`src/hw/rtl/tos_pkg.sv`:
```
// shared types and constants of the timestamp outlier smoother
package tos_pkg;

	localparam int unsigned STAMP_W = 64;
	localparam int unsigned STRAT_W = 2;

	// strategy register codes; the unused code behaves like pass-through
	localparam logic [STRAT_W-1:0] STRAT_CHANGE  = 2'd0;
	localparam logic [STRAT_W-1:0] STRAT_DISCONT = 2'd1;
	localparam logic [STRAT_W-1:0] STRAT_PASS    = 2'd2;

	typedef logic signed [STAMP_W-1:0] stamp_t;

	// history kept from one sample to the next
	typedef struct packed {
		logic   seen_first;
		stamp_t previous_start;
		stamp_t last_delta;
		stamp_t average_delta;
	} tos_hist_t;

	// one result beat
	typedef struct packed {
		stamp_t out_start;
		stamp_t out_stop;
		logic   stamp_changed;
		logic   discontinuity;
		stamp_t stamp_delta;
	} tos_result_t;

endpackage

```
`src/hw/rtl/tos_step.sv`:
```
// single-sample datapath: outlier test, correction and history update
module tos_step (
	input  logic [tos_pkg::STRAT_W-1:0] strategy,
	input  tos_pkg::stamp_t             sample_start,
	input  tos_pkg::stamp_t             sample_stop,
	input  tos_pkg::tos_hist_t          hist,
	output tos_pkg::tos_hist_t          hist_next,
	output tos_pkg::tos_result_t        result
);

	tos_pkg::stamp_t    delta;
	tos_pkg::stamp_t    last_adj;
	tos_pkg::stamp_t    last_quarter;
	logic signed [65:0] delta_x;
	logic signed [65:0] last_x4;
	logic               is_below;
	logic               is_above;
	logic               outlier;
	logic signed [64:0] avg_sum;
	logic signed [64:0] avg_sum_adj;
	tos_pkg::stamp_t    avg_mean;
	tos_pkg::stamp_t    repl_start;
	tos_pkg::stamp_t    repl_stop;
	logic               do_record;
	logic               do_replace;
	logic               discont;

	assign delta = sample_start - hist.previous_start;

	// last / 4 truncated toward zero: bias negatives by 3, then shift
	assign last_adj     = hist.last_delta + {62'd0, hist.last_delta[63], hist.last_delta[63]};
	assign last_quarter = {{2{last_adj[63]}}, last_adj[63:2]};
	assign is_below     = delta < last_quarter;

	// last * 4 compared exactly in 66 bits
	assign delta_x  = {{2{delta[63]}}, delta};
	assign last_x4  = {hist.last_delta, 2'b00};
	assign is_above = delta_x > last_x4;

	assign outlier = (hist.last_delta != '0) && (is_below || is_above);

	// (avg + delta) / 2 truncated toward zero, exact sum
	assign avg_sum     = {hist.average_delta[63], hist.average_delta} + {delta[63], delta};
	assign avg_sum_adj = avg_sum + {64'd0, avg_sum[64] & avg_sum[0]};
	assign avg_mean    = avg_sum_adj[64:1];

	assign repl_start = hist.previous_start + hist.average_delta;
	assign repl_stop  = hist.previous_start + {hist.average_delta[62:0], 1'b0};

	always_comb begin
		do_record  = 1'b0;
		do_replace = 1'b0;
		discont    = 1'b0;
		case (strategy)
			tos_pkg::STRAT_CHANGE: begin
				do_replace = hist.seen_first && outlier;
				do_record  = hist.seen_first && !outlier;
			end
			tos_pkg::STRAT_DISCONT: begin
				do_record = hist.seen_first;
				discont   = hist.seen_first && outlier;
			end
			default: begin
				do_record = 1'b0;
			end
		endcase
	end

	always_comb begin
		result.stamp_changed = do_replace;
		result.discontinuity = discont;
		if (do_replace) begin
			result.out_start   = repl_start;
			result.out_stop    = repl_stop;
			result.stamp_delta = hist.average_delta;
		end else begin
			result.out_start   = sample_start;
			result.out_stop    = sample_stop;
			result.stamp_delta = delta;
		end
	end

	always_comb begin
		hist_next.seen_first     = 1'b1;
		hist_next.previous_start = result.out_start;
		hist_next.last_delta     = hist.last_delta;
		hist_next.average_delta  = hist.average_delta;
		if (do_record) begin
			hist_next.last_delta    = delta;
			hist_next.average_delta = (hist.average_delta == '0) ? delta : avg_mean;
		end
	end

endmodule

```
`src/hw/rtl/timestamp_outlier_smoother.sv`:
```
// top level of the timestamp outlier smoother
//
// input channel: in_valid / in_stall with sample_start and sample_stop, one
//   beat per sample; a beat is taken at an edge with in_valid high
//   and in_stall low
// output channel: out_valid / out_stall with out_start, out_stop,
//   stamp_changed, discontinuity and stamp_delta, one beat per input beat
// config channel: cfg_valid / cfg_ready with strategy; cfg_ready is always
//   high, write only while no sample is in flight
// pipeline: an input beat is held in the input register, then in the result register
// throughput: one sample per cycle unless the output stalls; the history
//   (previous start, last delta, average) is updated by one combinational datapath
//   as a sample moves from the input register to the result register
// stall: when the receiver stalls with a result held, one more sample waits
//   in the input register, then in_stall rises until the result is taken
// reset: clears strategy, history and both valid flags; the first sample
//   after reset is never tested or recorded
module timestamp_outlier_smoother (
	input  logic                        clk,
	input  logic                        arst_n,
	input  logic                        in_valid,
	output logic                        in_stall,
	input  tos_pkg::stamp_t             sample_start,
	input  tos_pkg::stamp_t             sample_stop,
	output logic                        out_valid,
	input  logic                        out_stall,
	output tos_pkg::stamp_t             out_start,
	output tos_pkg::stamp_t             out_stop,
	output logic                        stamp_changed,
	output logic                        discontinuity,
	output tos_pkg::stamp_t             stamp_delta,
	input  logic                        cfg_valid,
	output logic                        cfg_ready,
	input  logic [tos_pkg::STRAT_W-1:0] strategy
);

	logic [tos_pkg::STRAT_W-1:0] strategy_q;
	logic                        valid_s1;
	tos_pkg::stamp_t             start_s1;
	tos_pkg::stamp_t             stop_s1;
	tos_pkg::tos_hist_t          hist_q;
	tos_pkg::tos_hist_t          hist_next;
	tos_pkg::tos_result_t        result;
	tos_pkg::tos_result_t        result_s2;
	logic                        valid_s2;
	logic                        advance;
	logic                        in_take;

	// config register, always ready
	assign cfg_ready = 1'b1;

	always_ff @(posedge clk or negedge arst_n) begin
		if (!arst_n) begin
			strategy_q <= tos_pkg::STRAT_CHANGE;
		end else if (cfg_valid && cfg_ready) begin
			strategy_q <= strategy;
		end
	end

	// the held sample moves on when the result register is free or drains
	assign advance  = valid_s1 && (!valid_s2 || !out_stall);
	assign in_stall = valid_s1 && !advance;
	assign in_take  = in_valid && !in_stall;

	// input register
	always_ff @(posedge clk or negedge arst_n) begin
		if (!arst_n) begin
			valid_s1 <= 1'b0;
		end else if (in_take) begin
			valid_s1 <= 1'b1;
		end else if (advance) begin
			valid_s1 <= 1'b0;
		end
	end

	always_ff @(posedge clk) begin
		if (in_take) begin
			start_s1 <= sample_start;
			stop_s1  <= sample_stop;
		end
	end

	tos_step u_step (
		.strategy     (strategy_q),
		.sample_start (start_s1),
		.sample_stop  (stop_s1),
		.hist         (hist_q),
		.hist_next    (hist_next),
		.result       (result)
	);

	// history follows every sample that reaches the result register
	always_ff @(posedge clk or negedge arst_n) begin
		if (!arst_n) begin
			hist_q <= '0;
		end else if (advance) begin
			hist_q <= hist_next;
		end
	end

	// result register
	always_ff @(posedge clk or negedge arst_n) begin
		if (!arst_n) begin
			valid_s2 <= 1'b0;
		end else if (advance) begin
			valid_s2 <= 1'b1;
		end else if (!out_stall) begin
			valid_s2 <= 1'b0;
		end
	end

	always_ff @(posedge clk) begin
		if (advance) begin
			result_s2 <= result;
		end
	end

	assign out_valid     = valid_s2;
	assign out_start     = result_s2.out_start;
	assign out_stop      = result_s2.out_stop;
	assign stamp_changed = result_s2.stamp_changed;
	assign discontinuity = result_s2.discontinuity;
	assign stamp_delta   = result_s2.stamp_delta;

endmodule

```
`config.mk`:
```
export PLATFORM = sky130hd
export DESIGN_NAME = timestamp_outlier_smoother
export DESIGN_NICKNAME = d
export VERILOG_FILES = /design/src/hw/rtl/tos_pkg.sv /design/src/hw/rtl/tos_step.sv /design/src/hw/rtl/timestamp_outlier_smoother.sv
export SDC_FILE = /design/constraint.sdc
export NUM_CORES = 1
export LEC_CHECK = 0
export BUFFER_PORTS_ARGS = -buffer_cell sky130_fd_sc_hd__buf_4
export CAP_MARGIN = 30
export CELL_PAD_IN_SITES_DETAIL_PLACEMENT = 0
export CELL_PAD_IN_SITES_GLOBAL_PLACEMENT = 1
export CORE_ASPECT_RATIO = 0.9
export CORE_UTILIZATION = 48
export CTS_CLUSTER_SIZE = 24
export DETAILED_ROUTE_END_ITERATION = 10
export PLACE_DENSITY_LB_ADDON = 0.12
export SETUP_SLACK_MARGIN = 0.15
export SYNTH_ARGS = -nofsm -noshare
export SYNTH_HDL_FRONTEND = slang
export SYNTH_SLANG_ARGS = --single-unit
```
`constraint.sdc`:
```
create_clock -name clk -period 8.7 [get_ports clk]
set_input_delay 0.435 -clock clk [delete_from_list [all_inputs] [get_ports clk]]
set_output_delay 0.435 -clock clk [all_outputs]
set_load 0.01 [all_outputs]
```
==> flow_summary.ini <==
[setup_path]
start_kind = register
cp_data_arrival_time_ns = 8.43
end_kind = register
max_stage_delay_ns = 0.40
critPathMostFrequentCell = buf_4
cp.required_ns = 9.19
path_max_fanout = 7
crit_start = hist_q[138]
r2r_start = hist_q[138]
cp_slowest_cell = ha_1
path_class = reg -> reg

[sta]
relSlewSlack_pct = 27.9
setup_viol = 0
drv_slew = 0
hold_violations = 0
fmax_mhz = 126
tns_ns = 0
min_period_ns = 7.94
max_slew.worst_pin.slew_ns = 1.05
finalClockSkew_ns = 0.0379
post-route-period-util_pct = 91.2
grt_setup_unrepaired = no

[synth]
muxShareOfSynthArea_pct = 8.04
synth_cell_types = 100
synth_top_cell_area_share_pct = 23.3
synth_compound_area_share_pct = 19.8
yosys-top-cells-area = edfxtp_1 (23%), dfrtp_1 (12%), ha_1 (11%), mux2_2 (7.4%), xnor2_1 (4.7%)
syn_avg_cell_area_um2 = 9.45
synthArstFlopShare_pct = 38.0
yosys.area.top_type = edfxtp_1
ys_ff_latch = 519
synth_top_family_by_area = compound AO/OA/AOI/OAI gates
synthFlopType = edfxtp_1
synth_warnings = 0
yosysSeqAreaShare_pct = 35.2
syn_nets = 4909
synthAdderAreaFrac_pct = 11.6
synth-xor-area-share_pct = 6.75
synth-simple-area-share_pct = 14.8
synth_cells = 4390
synth-edff-count = 322
syn-cell-area_um2 = 41500

[grt]
grt_overflow = 0
grt_usage_pct = 33.3
grt_pass1_wl_mm = 223
antenna_found_initial = 6
first_global_vias = 35238
grt_max_degree = 93

[die]
die_area_um2 = 87600
row_count = 101
pin_count = 332
die_height_um = 281
die_w_um = 312
initial_utilization_pct = 48.9
core_region_area_um2 = 84900

[placed_design]
io_buffers = 330
hpwlAfterDp_mm = 119
gp_congestion = 1.00

[cts]
cts.sinks = 519
cts_max_level = 2
cts_tree = yes
cts_max_path_buffers = 3
clkLatencyLatePin_ns = 0.65
clk_pin_slew_ns = 0.06
cts-root-buf = clkbuf_16
numCtsBuffers = 60

[routing]
drtIter0Drc = 4086
drt_pass1_iterations = 6
drc_errors = 0
via_count = 37867
wl_per_cell_um = 24.6
drt_wl_total_mm = 150
route.antenna.remaining_nets = 0
vias_per_cell = 6.23

[finish]
nets = 5414
fill_cells = 7569
drive_gt1_share_pct = 18.6
multi_input_area_um2 = 25400
seqCellArea_um2 = 14600
areaGrowthSynthToFinish_pct = 19.0

[min_path]
hold_class = in -> reg
worstHoldStart = sample_start[30]

[run]
drv_cap = 0

[run_status]
status = finished clean
## cell type report
type / instances / share of cell area (%)
Antenna cell: 3 / 0.0152
Sequential cell: 519 / 29.6
Timing Repair Buffer: 610 / 10.2
Tap cell: 1133 / 2.87
Clock buffer: 80 / 3.34
Inverter: 220 / 1.69
Multi-Input combinational cell: 3484 / 51.5
Clock inverter: 32 / 0.775
## Yosys cell counts, types with 65 or more instances
master and n:
a21o_1 164, o21ai_0 325, a21oi_1 328, xnor2_1 223, edfxtp_1 322, nand3_1 157, ha_1 380, nor3_1 65
clkbuf_1 121, nand2_1 303, nand4_1 111, nor4_1 73, o21a_1 67, nor2_1 230, mux2_2 274, xor2_1 97
inv_1 220, dfrtp_1 197
## sequential cells by signal (all words and copies together) (netlist names)
| signal | cells |
|---|---|
| discontinuity | 1 |
| stamp_delta | 64 |
| valid_s1 | 1 |
| start_s1 | 64 |
| out_start | 64 |
| stop_s1 | 64 |
| strategy_q | 2 |
| hist_q | 193 |
| out_stop | 64 |
| out_valid | 1 |
| stamp_changed | 1 |
## kinds of logic after synthesis
group / Yosys count
compound gates: 1281
simple gates: 1200
flops: 519
buf+inv: 387
fa+ha+maj: 384
xor+xnor: 320
mux: 298
other cells: 1
## placed cells by master, fill, tap and decap left out, types with 128 or more instances in the layout
master / count
nand2_1: 303
mux2_2: 274
a21o_1: 164
nand3_1: 157
dfrtp_1: 197
edfxtp_1: 322
ha_1: 380
inv_1: 219
a21oi_1: 327
buf_4: 469
o21ai_0: 323
xnor2_1: 222
dlygate4sd3_1: 128
nor2_1: 228
## stage by stage
stage	setup WS (ns)	hold WS, ns	instances	utilization (%)	cell area [um2]
after floorplan	1.22	0.139	4390	-	41500
after global placement	0.398	0.469	5834	54.1	46000
after detailed placement	0.274	0.476	5835	54.2	46000
after CTS	0.182	0.00990	6075	58.1	49300
after global routing	0.198	0.0197	6078	58.1	49400
final	0.764	0.0401	6081	58.1	49400
## worst paths after layout
path,slack (ns),to,cells after the start
max reg2reg,0.76,hist_q[57],33
max,0.76,hist_q[57],33
max in group asynchronous,6.69,hist_q[34],3
min in group asynchronous,0.48,hist_q[184],2
min reg2reg,0.50,out_valid,1
min,0.04,start_s1[30],1
## worst max-delay path: cells and delay by family, from the launching register on
family | cells | cell delay, ns
flip-flops | 1 | 0.39
adder cells (fa/ha/maj) | 3 | 1.02
AO/OA/AOI/OAI | 12 | 2.61
buffers and inverters | 5 | 0.87
XOR/XNOR | 1 | 0.16
AND/OR/NAND/NOR | 12 | 2.71
## per-layer routing
layer | vias up | share of wire, % | wire, um | global-route usage, %
met5 | - | 0.023 | 34 | 0
met4 | 4 | 2.2 | 3240 | 7.64
met3 | 185 | 9.8 | 14700 | 5.36
met2 | 1712 | 40 | 60500 | 46.9
met1 | 18386 | 48 | 71500 | 52.4
li1 | 17580 | - | - | -
## timing repair
| action | 4_1_cts | 5_1_grt |
|---|---|---|
| endpoints found under the hold margin | 217 | 0 |
| setup endpoints to repair | 0 | 19 |
| hold buffers | 128 | 0 |
| resized for setup | 0 | 7 |
| setup buffers | 0 | 2 |
Power is left out: the tool's default activity adds up to more than one toggle a clock period on the data nets, which glitch-free logic cannot reach.
